`src/rtl/cbl_pkg.sv`:
```
package cbl_pkg;

  localparam int CFG_IDX_W  = 2;
  localparam int CFG_DATA_W = 32;

  localparam logic [CFG_IDX_W-1:0] CFG_GAIN_COEF    = 2'd0;
  localparam logic [CFG_IDX_W-1:0] CFG_FEEDBACK_ONE = 2'd1;
  localparam logic [CFG_IDX_W-1:0] CFG_FEEDBACK_TWO = 2'd2;

  typedef enum logic {
    ST_IDLE,
    ST_RUN
  } state_e;

  typedef enum logic [1:0] {
    COEF_A1,
    COEF_A4,
    COEF_A5
  } coef_sel_e;

  typedef enum logic [1:0] {
    OPND_D1,
    OPND_D2,
    OPND_S
  } opnd_sel_e;

  // What to do with a finished product when it leaves the multiplier pipeline.
  typedef enum logic [1:0] {
    TAG_NONE,
    TAG_T1,
    TAG_T2,
    TAG_Y
  } tag_e;

  typedef enum logic [1:0] {
    JMP_NEXT,
    JMP_LOOP,
    JMP_DONE
  } jump_e;

  typedef struct packed {
    logic      iss;
    coef_sel_e coef;
    opnd_sel_e opnd;
    logic      hi;
    tag_e      tag;
    logic      fetch;
    logic      ty;
    logic      scalc;
    logic      outp;
    jump_e     jmp;
  } ucode_t;

  localparam int PC_W   = 4;
  localparam int UC_LEN = 14;

  localparam logic [PC_W-1:0] LOOP_PC = 4'd7;

  // Steps 0 to 6 form the prologue, 7 to 12 the section loop, 13 the output step.
  localparam ucode_t UCODE [UC_LEN] = '{
    '{1'b1, COEF_A4, OPND_D1, 1'b1, TAG_NONE, 1'b0, 1'b0, 1'b0, 1'b0, JMP_NEXT},
    '{1'b1, COEF_A4, OPND_D1, 1'b0, TAG_T1,   1'b0, 1'b0, 1'b0, 1'b0, JMP_NEXT},
    '{1'b1, COEF_A5, OPND_D2, 1'b1, TAG_NONE, 1'b0, 1'b0, 1'b0, 1'b0, JMP_NEXT},
    '{1'b1, COEF_A5, OPND_D2, 1'b0, TAG_T2,   1'b0, 1'b0, 1'b0, 1'b0, JMP_NEXT},
    '{1'b0, COEF_A1, OPND_D1, 1'b0, TAG_NONE, 1'b1, 1'b0, 1'b0, 1'b0, JMP_NEXT},
    '{1'b1, COEF_A4, OPND_D1, 1'b1, TAG_NONE, 1'b0, 1'b0, 1'b0, 1'b0, JMP_NEXT},
    '{1'b1, COEF_A4, OPND_D1, 1'b0, TAG_T1,   1'b0, 1'b0, 1'b0, 1'b0, JMP_NEXT},
    '{1'b1, COEF_A5, OPND_D2, 1'b1, TAG_NONE, 1'b0, 1'b1, 1'b0, 1'b0, JMP_NEXT},
    '{1'b1, COEF_A5, OPND_D2, 1'b0, TAG_T2,   1'b0, 1'b0, 1'b1, 1'b0, JMP_NEXT},
    '{1'b1, COEF_A1, OPND_S,  1'b1, TAG_NONE, 1'b1, 1'b0, 1'b0, 1'b0, JMP_NEXT},
    '{1'b1, COEF_A1, OPND_S,  1'b0, TAG_Y,    1'b0, 1'b0, 1'b0, 1'b0, JMP_NEXT},
    '{1'b1, COEF_A4, OPND_D1, 1'b1, TAG_NONE, 1'b0, 1'b0, 1'b0, 1'b0, JMP_NEXT},
    '{1'b1, COEF_A4, OPND_D1, 1'b0, TAG_T1,   1'b0, 1'b0, 1'b0, 1'b0, JMP_LOOP},
    '{1'b0, COEF_A1, OPND_D1, 1'b0, TAG_NONE, 1'b0, 1'b0, 1'b0, 1'b1, JMP_DONE}
  };

endpackage

```
`src/rtl/cbl_if.sv`:
```
interface cbl_smp_in_if #(
  parameter int SAMPLE_BITS = 24
) ();
  logic                          valid;
  logic                          ready;
  logic signed [SAMPLE_BITS-1:0] sample_in;

  modport source (output valid, output sample_in, input ready);
  modport sink (input valid, input sample_in, output ready);
endinterface

interface cbl_smp_out_if #(
  parameter int SAMPLE_BITS = 24
) ();
  logic                          valid;
  logic                          ready;
  logic signed [SAMPLE_BITS-1:0] sample_out;

  modport source (output valid, output sample_out, input ready);
  modport sink (input valid, input sample_out, output ready);
endinterface

interface cbl_cfg_if ();
  import cbl_pkg::*;

  logic                  valid;
  logic                  ready;
  logic [CFG_IDX_W-1:0]  index;
  logic [CFG_DATA_W-1:0] data;

  modport source (output valid, output index, output data, input ready);
  modport sink (input valid, input index, input data, output ready);
endinterface

```
`src/rtl/cascaded_butterworth_lowpass.sv`:
```
// Cascaded second-order Butterworth lowpass, SECTIONS identical direct form II sections.
// Samples arrive on smp_in_i and filtered samples leave on smp_out_o, one result beat
// for every input beat. Coefficients (gain, first and second feedback, Q3.28) are
// written on cfg_i, which is always ready; write them only while the filter is idle.
// An input beat is taken only while the sequencer is idle. A microcode program then
// drives one shared 32x28 multiplier; each product issues twice, high half then low, six
// issues per section, and the section loop overlaps the next section's feedback products
// with the current section's gain product.
// The result is written on the output step, which also returns the sequencer to idle,
// so a new input beat can be taken only once the previous sample's run is done.
// The result sits in an output register; the next sample may be taken while it waits.
// If the previous result is still not taken when the next one is done, the sequencer
// holds on its output step until the receiver takes it.
// Reset clears coefficients, all section delay values and the output valid.
module cascaded_butterworth_lowpass #(
  parameter int SECTIONS    = 7,
  parameter int SAMPLE_BITS = 24
) (
  input  logic           clk_i,
  input  logic           rst_ni,
  cbl_cfg_if.sink        cfg_i,
  cbl_smp_in_if.sink     smp_in_i,
  cbl_smp_out_if.source  smp_out_o
);
  import cbl_pkg::*;

  localparam int IW     = (SECTIONS > 1) ? $clog2(SECTIONS) : 1;
  localparam int FW     = $clog2(SECTIONS + 2);
  localparam int QSHIFT = 33 - SAMPLE_BITS;

  localparam logic signed [39:0] OUT_MAX = 40'((64'sd1 <<< (SAMPLE_BITS - 1)) - 64'sd1);
  localparam logic signed [39:0] OUT_MIN = -OUT_MAX - 40'sd1;
  localparam logic signed [49:0] SAT_HI  = 50'sd549755813887;
  localparam logic signed [49:0] SAT_LO  = -50'sd549755813888;

  function automatic logic signed [39:0] sat40(input logic signed [49:0] v);
    logic signed [39:0] r;
    priority if (v > SAT_HI) begin
      r = SAT_HI[39:0];
    end else if (v < SAT_LO) begin
      r = SAT_LO[39:0];
    end else begin
      r = v[39:0];
    end
    return r;
  endfunction

  state_e            st_q, st_d;
  logic [PC_W-1:0]   pc_q, pc_d;
  logic [IW-1:0]     sc_q, sc_d;
  logic [FW-1:0]     fi_q, fi_d;
  ucode_t            uc, uc_act;
  logic              load_in;

  logic signed [31:0] gain_q, fb1_q, fb2_q;
  logic signed [39:0] d1_q [SECTIONS];
  logic signed [39:0] d2_q [SECTIONS];
  logic signed [39:0] rd1, rd2;

  logic signed [39:0] fd1_q, fd2_q, sd1_q, sd2_q;
  logic signed [39:0] y_q, t_q;
  logic signed [42:0] s_q;
  logic signed [48:0] facc_q;

  logic signed [31:0] mul_a;
  logic signed [42:0] mul_v;
  logic signed [27:0] mul_b;
  logic signed [59:0] prod_d, prod_q;
  logic signed [75:0] acc_q, psum;
  logic signed [47:0] p_q;
  logic               m_vld_q, m_hi_q;
  tag_e               m_tag_q, p_tag_q;

  logic signed [39:0]            ysh;
  logic signed [SAMPLE_BITS-1:0] out_d, out_q;
  logic                          out_vld_q;

  assign uc = UCODE[pc_q];

  always_ff @(posedge clk_i or negedge rst_ni) begin
    if (!rst_ni) begin
      st_q <= ST_IDLE;
      pc_q <= '0;
      sc_q <= '0;
      fi_q <= '0;
    end else begin
      st_q <= st_d;
      pc_q <= pc_d;
      sc_q <= sc_d;
      fi_q <= fi_d;
    end
  end

  always_comb begin
    st_d    = st_q;
    pc_d    = pc_q;
    sc_d    = sc_q;
    fi_d    = fi_q;
    uc_act  = '0;
    load_in = 1'b0;
    unique case (st_q)
      ST_IDLE: begin
        if (smp_in_i.valid) begin
          load_in = 1'b1;
          st_d    = ST_RUN;
          pc_d    = '0;
          fi_d    = fi_q + FW'(1);
        end
      end
      ST_RUN: begin
        if (!(uc.outp && out_vld_q && !smp_out_o.ready)) begin
          uc_act = uc;
          if (uc.fetch) begin
            fi_d = fi_q + FW'(1);
          end
          unique case (uc.jmp)
            JMP_NEXT: pc_d = pc_q + PC_W'(1);
            JMP_LOOP: begin
              if (sc_q == IW'(SECTIONS - 1)) begin
                pc_d = pc_q + PC_W'(1);
              end else begin
                sc_d = sc_q + IW'(1);
                pc_d = LOOP_PC;
              end
            end
            JMP_DONE: begin
              st_d = ST_IDLE;
              pc_d = '0;
              sc_d = '0;
              fi_d = '0;
            end
            default: pc_d = pc_q;
          endcase
        end
      end
      default: st_d = ST_IDLE;
    endcase
  end

  assign rd1 = (fi_q < FW'(SECTIONS)) ? d1_q[fi_q[IW-1:0]] : '0;
  assign rd2 = (fi_q < FW'(SECTIONS)) ? d2_q[fi_q[IW-1:0]] : '0;

  assign cfg_i.ready = 1'b1;

  always_ff @(posedge clk_i or negedge rst_ni) begin
    if (!rst_ni) begin
      gain_q <= '0;
      fb1_q  <= '0;
      fb2_q  <= '0;
      d1_q   <= '{default: '0};
      d2_q   <= '{default: '0};
    end else begin
      if (cfg_i.valid) begin
        unique case (cfg_i.index)
          CFG_GAIN_COEF:    gain_q <= signed'(cfg_i.data);
          CFG_FEEDBACK_ONE: fb1_q  <= signed'(cfg_i.data);
          CFG_FEEDBACK_TWO: fb2_q  <= signed'(cfg_i.data);
          default: ;
        endcase
      end
      if (uc_act.scalc) begin
        d1_q[sc_q] <= t_q;
        d2_q[sc_q] <= sd1_q;
      end
    end
  end

  always_comb begin
    unique case (uc_act.coef)
      COEF_A1: mul_a = gain_q;
      COEF_A4: mul_a = fb1_q;
      COEF_A5: mul_a = fb2_q;
      default: mul_a = '0;
    endcase
    unique case (uc_act.opnd)
      OPND_D1: mul_v = {{3{fd1_q[39]}}, fd1_q};
      OPND_D2: mul_v = {{3{fd2_q[39]}}, fd2_q};
      OPND_S:  mul_v = s_q;
      default: mul_v = '0;
    endcase
    mul_b = uc_act.hi ? {mul_v[42], mul_v[42:16]} : {12'h000, mul_v[15:0]};
  end

  assign prod_d = mul_a * mul_b;
  assign psum   = acc_q + {{16{prod_q[59]}}, prod_q};

  always_ff @(posedge clk_i or negedge rst_ni) begin
    if (!rst_ni) begin
      m_vld_q <= 1'b0;
      m_hi_q  <= 1'b0;
      m_tag_q <= TAG_NONE;
      p_tag_q <= TAG_NONE;
    end else begin
      m_vld_q <= uc_act.iss;
      m_hi_q  <= uc_act.hi;
      m_tag_q <= uc_act.iss ? uc_act.tag : TAG_NONE;
      p_tag_q <= (m_vld_q && !m_hi_q) ? m_tag_q : TAG_NONE;
    end
  end

  always_ff @(posedge clk_i) begin
    if (uc_act.iss) begin
      prod_q <= prod_d;
    end
    if (m_vld_q && m_hi_q) begin
      acc_q <= {prod_q, 16'h0000};
    end
    if (m_vld_q && !m_hi_q) begin
      p_q <= psum[75:28];
    end
    unique case (p_tag_q)
      TAG_T1:  facc_q <= -{p_q[47], p_q};
      TAG_T2:  facc_q <= facc_q - {p_q[47], p_q};
      TAG_Y:   y_q <= sat40({{2{p_q[47]}}, p_q});
      default: ;
    endcase
    if (load_in) begin
      y_q <= 40'(smp_in_i.sample_in) << QSHIFT;
    end
    if (uc_act.ty) begin
      t_q <= sat40({{10{y_q[39]}}, y_q} + {facc_q[48], facc_q});
    end
    if (uc_act.scalc) begin
      s_q <= {{3{t_q[39]}}, t_q} + {{2{sd1_q[39]}}, sd1_q, 1'b0} + {{3{sd2_q[39]}}, sd2_q};
    end
    if (load_in || uc_act.fetch) begin
      sd1_q <= fd1_q;
      sd2_q <= fd2_q;
      fd1_q <= rd1;
      fd2_q <= rd2;
    end
    if (uc_act.outp) begin
      out_q <= out_d;
    end
  end

  assign ysh = y_q >>> QSHIFT;

  always_comb begin
    priority if (ysh > OUT_MAX) begin
      out_d = OUT_MAX[SAMPLE_BITS-1:0];
    end else if (ysh < OUT_MIN) begin
      out_d = OUT_MIN[SAMPLE_BITS-1:0];
    end else begin
      out_d = ysh[SAMPLE_BITS-1:0];
    end
  end

  always_ff @(posedge clk_i or negedge rst_ni) begin
    if (!rst_ni) begin
      out_vld_q <= 1'b0;
    end else if (uc_act.outp) begin
      out_vld_q <= 1'b1;
    end else if (smp_out_o.ready) begin
      out_vld_q <= 1'b0;
    end
  end

  assign smp_in_i.ready       = (st_q == ST_IDLE);
  assign smp_out_o.valid      = out_vld_q;
  assign smp_out_o.sample_out = out_q;

endmodule

```
`src/flat_wrapper.sv`:
```
// flat-port wrapper written by rule: the top's interface ports become plain ports
module cascaded_butterworth_lowpass_flat import cbl_pkg::*;
#(
  parameter int SECTIONS    = 7,
  parameter int SAMPLE_BITS = 24
)
  (clk_i, rst_ni, cfg_i_valid, cfg_i_index, cfg_i_data, cfg_i_ready, smp_in_i_valid, smp_in_i_sample_in, smp_in_i_ready, smp_out_o_valid, smp_out_o_sample_out, smp_out_o_ready);
  cbl_cfg_if cfg_i_i ();
  cbl_smp_in_if #(.SAMPLE_BITS(SAMPLE_BITS)) smp_in_i_i ();
  cbl_smp_out_if #(.SAMPLE_BITS(SAMPLE_BITS)) smp_out_o_i ();
  input  logic clk_i;
  input  logic rst_ni;
  input wire logic [$bits(cfg_i_i.valid)-1:0] cfg_i_valid;
  input wire logic [$bits(cfg_i_i.index)-1:0] cfg_i_index;
  input wire logic [$bits(cfg_i_i.data)-1:0] cfg_i_data;
  output wire logic [$bits(cfg_i_i.ready)-1:0] cfg_i_ready;
  input wire logic [$bits(smp_in_i_i.valid)-1:0] smp_in_i_valid;
  input wire logic [$bits(smp_in_i_i.sample_in)-1:0] smp_in_i_sample_in;
  output wire logic [$bits(smp_in_i_i.ready)-1:0] smp_in_i_ready;
  output wire logic [$bits(smp_out_o_i.valid)-1:0] smp_out_o_valid;
  output wire logic [$bits(smp_out_o_i.sample_out)-1:0] smp_out_o_sample_out;
  input wire logic [$bits(smp_out_o_i.ready)-1:0] smp_out_o_ready;
  assign cfg_i_i.valid = cfg_i_valid;
  assign cfg_i_i.index = cfg_i_index;
  assign cfg_i_i.data = cfg_i_data;
  assign cfg_i_ready = cfg_i_i.ready;
  assign smp_in_i_i.valid = smp_in_i_valid;
  assign smp_in_i_i.sample_in = smp_in_i_sample_in;
  assign smp_in_i_ready = smp_in_i_i.ready;
  assign smp_out_o_valid = smp_out_o_i.valid;
  assign smp_out_o_sample_out = smp_out_o_i.sample_out;
  assign smp_out_o_i.ready = smp_out_o_ready;
  cascaded_butterworth_lowpass #(.SECTIONS(SECTIONS), .SAMPLE_BITS(SAMPLE_BITS)) u_core (.clk_i(clk_i), .rst_ni(rst_ni), .cfg_i(cfg_i_i), .smp_in_i(smp_in_i_i), .smp_out_o(smp_out_o_i));
endmodule
```
`config.mk`:
```
export PLATFORM = sky130hd
export DESIGN_NAME = cascaded_butterworth_lowpass_flat
export DESIGN_NICKNAME = d
export VERILOG_FILES = /design/src/rtl/cbl_pkg.sv /design/src/rtl/cbl_if.sv /design/src/rtl/cascaded_butterworth_lowpass.sv /design/src/flat_wrapper.sv
export SDC_FILE = /design/constraint.sdc
export NUM_CORES = 2
export LEC_CHECK = 0
export ABC_AREA = 0
export BUFFER_PORTS_ARGS = -buffer_cell sky130_fd_sc_hd__buf_2
export CAP_MARGIN = 10
export CORE_ASPECT_RATIO = 0.7
export CORE_MARGIN = 2
export CORE_UTILIZATION = 55
export CTS_CLUSTER_SIZE = 12
export DETAILED_ROUTE_END_ITERATION = 7
export GPL_TIMING_DRIVEN = 0
export PLACE_DENSITY = 0.73
export SYNTH_ARGS = -nofsm -noshare
export SYNTH_HDL_FRONTEND = slang
export SYNTH_SLANG_ARGS = --single-unit
```
`constraint.sdc`:
```
create_clock -name clk_i -period 29.3 [get_ports clk_i]
set_input_delay 4.395 -clock clk_i [delete_from_list [all_inputs] [get_ports clk_i]]
set_output_delay 4.395 -clock clk_i [all_outputs]
set_load 0.005 [all_outputs]
```
==> results.sh <==
export IMPL_final_cells=10900
export IMPL_gp_congestion=1.09
export IMPL_initial_utilization_pct=55.6
export IMPL_grt_overflow=0
export IMPL_period_minus_slack_ns=17.31
export IMPL_yosysWarningCount=0
export IMPL_dieArea_sq_mm=0.169
export IMPL_ys_flop_type="dfrtp_1"
export IMPL_coreArea_sq_mm=0.164
export IMPL_ctsResizeCount=0
export IMPL_grt_antenna_before_repair=9
export IMPL_cp_required_ns=29.79
export IMPL_final_nets=9996
export IMPL_die_y_um=344
export IMPL_cts_post_setup_buffers_inserted=0
export IMPL_ctsHoldBuffers=0
export IMPL_failed_checks="capacitance limit"
export IMPL_dp_hpwl_mm=232
export IMPL_avgSynthCellArea_sq_um=11.0
export IMPL_grt_pass1_wl_mm=425
export IMPL_rr_endpoint="u_core.prod_q[59]"
export IMPL_cp_end_kind="flip-flop"
export IMPL_rsz0062_at_grt="false"
export IMPL_cts_buffers=117
export IMPL_synth_top_cell_by_area="fa_1"
export IMPL_fin_skew_ns=0.0940
export IMPL_r2r_slack_ns=14.81
export IMPL_path_buf_inv=10
export IMPL_synth_area_leaders="fa_1, dfrtp_1, edfxtp_1"
export IMPL_synth_adder_area_share_pct=26.6
export IMPL_die_w_um=490
export IMPL_clock_sinks=1199
export IMPL_synth_area_sq_mm=0.0910
export IMPL_drv_slew=0
export IMPL_worstMarginPinSlew_ns=1.49
export IMPL_arrival_ns=17.80
export IMPL_cts_tree="built"
export IMPL_drt_vias_per_instance=6.08
export IMPL_synth_top_family_by_area="adder cells"
export IMPL_synth_edff_count=515
export IMPL_async_flop_share_pct=56.3
export IMPL_grt_max_degree=128
export IMPL_clk_pin_slew_ns=0.06
export IMPL_multi_input_comb_area_sq_mm=0.0532
export IMPL_seqCellArea_sq_mm=0.0325
export IMPL_cp_start_kind="input port"
export IMPL_crit_path_end="u_core.prod_q[59]"
export IMPL_first_iter_violations=8262
export IMPL_ios=90
export IMPL_tns_ns=0
export IMPL_synth_nets=9744
export IMPL_utilization_pct=60.2
export IMPL_finalSetupViolations=0
export IMPL_dr_pass1_iters=8
export IMPL_synth_seq_cells=1199
export IMPL_htree_levels=3
export IMPL_critPathTopFamily="adder cells"
export IMPL_startpoint="smp_out_o_ready"
export IMPL_slew_headroom_pct=0.245
export IMPL_clkLatencyLatePin_ns=0.80
export IMPL_reg2reg_from="u_core.pc_q[0]"
export IMPL_hold_depth=0
export IMPL_cts_buffer_depth=3
export IMPL_crit_top_cell="fa_1"
export IMPL_status="finished with violations"
export IMPL_wl_per_cell_um=26.6
export IMPL_root_buffer="clkbuf_16"
export IMPL_row_count=124
export IMPL_grt_use_total_pct=34.3
export IMPL_synth_top_area_share_pct=20.5
export IMPL_drive_above_1_share_pct=12.5
export IMPL_yosysSeqAreaShare_pct=35.7
export IMPL_io_buffers=88
export IMPL_syn_inst=8304
export IMPL_synth_xor_area_share_pct=2.53
export IMPL_drc=0
export IMPL_synth_simple_area_share_pct=8.90
export IMPL_area_growth_pct=8.37
export IMPL_fillCellCount=13300
export IMPL_maxCapViolCount=2
export IMPL_worstSetupPathType="input port to flip-flop"
export IMPL_num_vias=66000
export IMPL_synth_cell_types=87
export IMPL_yosysMostFrequentCell="inv_1"
export IMPL_drtAntennaViolNets=0
export IMPL_drt_wl_total_mm=289
export IMPL_final_hold_viol_count=0
export IMPL_critPathMaxFanout=11
export IMPL_slowest_delay_ns=0.96
export IMPL_worstRegToRegCells=36
export IMPL_max_clock_freq_mhz=57.8
export IMPL_place_inst=10600
export IMPL_slowest_stage="fa_1"
export IMPL_path_depth=34
export IMPL_min_period_over_period_pct=59.1
export IMPL_muxShareOfSynthArea_pct=11.2
export IMPL_synth_compound_area_share_pct=9.17
export IMPL_synth_common_cells="inv_1, fa_1, nor2_1, dfrtp_1, nand2_1"
export IMPL_hp_class="flip-flop to flip-flop"
export IMPL_grt_pass1_vias=65100
==> cell usage in the layout (no fill, tap or decap), types with 16 or more instances in the layout <==
cell type,instances
inv_1,1032
fa_1,931
nor2_1,868
dfrtp_1,675
nand2_1,660
mux2_2,657
edfxtp_1,515
ha_1,446
clkbuf_1,391
a21oi_1,376
a21o_1,205
o21ai_0,185
xnor2_1,176
clkbuf_16,118
a211oi_1,102
mux2i_1,99
buf_2,94
xor2_1,87
mux4_2,80
o21a_1,78
and2_1,70
nand3_1,64
nor3_1,61
a22oi_1,58
nand2b_1,46
o22ai_1,45
o21bai_1,40
buf_1,38
nor2b_1,31
nand4_1,31
a31oi_1,31
o211ai_1,30
and3_1,21
o21ai_1,18
buf_6,16
==> logic make-up (layout without fill, tap and decap cells) <==
kind of cell | after synthesis | count (layout)
XOR/XNOR | 263 | 263
buffers and inverters | 1413 | 1758
other | 1 | 7
AND/OR/NAND/NOR | 1924 | 1924
adder cells (fa/ha/maj) | 1377 | 1377
flip-flops | 1199 | 1199
AO/OA/AOI/OAI | 1291 | 1291
multiplexers | 836 | 836
==> metal layers <==
layer	wire length (um)	share of wire (%)	global-route usage, %
met1	123000	43	50.5
met2	110000	38	44.5
met3	46800	16	16.3
met4	9080	3.1	9.50
met5	620	0.21	0.852
==> sequential cells by signal, indices dropped and copies added (netlist names), 40 cells and up <==
name / cells
u_core.sd1_q: 40
u_core.d2_q: 280
u_core.y_q: 40
u_core.t_q: 40
u_core.acc_q: 60
u_core.d1_q: 280
u_core.facc_q: 49
u_core.fd1_q: 40
u_core.prod_q: 60
u_core.s_q: 43
u_core.p_q: 48
u_core.fd2_q: 40
u_core.sd2_q: 40
==> layout make-up <==
| cell class | instances | share of cell area, % |
|---|---|---|
| tap | 2205 | 2.80 |
| clock buffer | 194 | 3.41 |
| sequential | 1199 | 33.0 |
| timing repair buffer | 133 | 1.17 |
| inverter | 1035 | 3.94 |
| multi-input combinational | 5692 | 54.0 |
| antenna | 6 | 0.0152 |
| buffer | 378 | 1.47 |
| clock inverter | 18 | 0.255 |
==> per-stage QoR <==
| stage | instance area, sq um | hold slack, ns | worst slack (ns) |
|---|---|---|---|
| floorplan | 91000 | 0.400 | 12.64 |
| global placement | 94200 | 0.408 | 7.17 |
| detailed placement | 94900 | 0.405 | 11.70 |
| CTS | 98600 | 0.414 | 12.53 |
| global route | 98600 | 0.425 | 11.85 |
| finish | 98700 | 0.413 | 11.99 |
==> how the worst min path moves through the flow <==
stage,start,endpoint,slack [ns]
3_3_place_gp,u_core.prod_q[0],u_core.acc_q[16],0.41
2_1_floorplan,u_core.prod_q[0],u_core.acc_q[16],0.40
4_1_cts,u_core.prod_q[1],u_core.acc_q[17],0.41
5_1_grt,u_core.prod_q[3],u_core.acc_q[19],0.43
6_report,u_core.prod_q[1],u_core.acc_q[17],0.41
3_5_place_dp,u_core.prod_q[1],u_core.acc_q[17],0.40
Power is left out: the tool's default activity adds up to more than one toggle a clock period on the data nets, which glitch-free logic cannot reach.
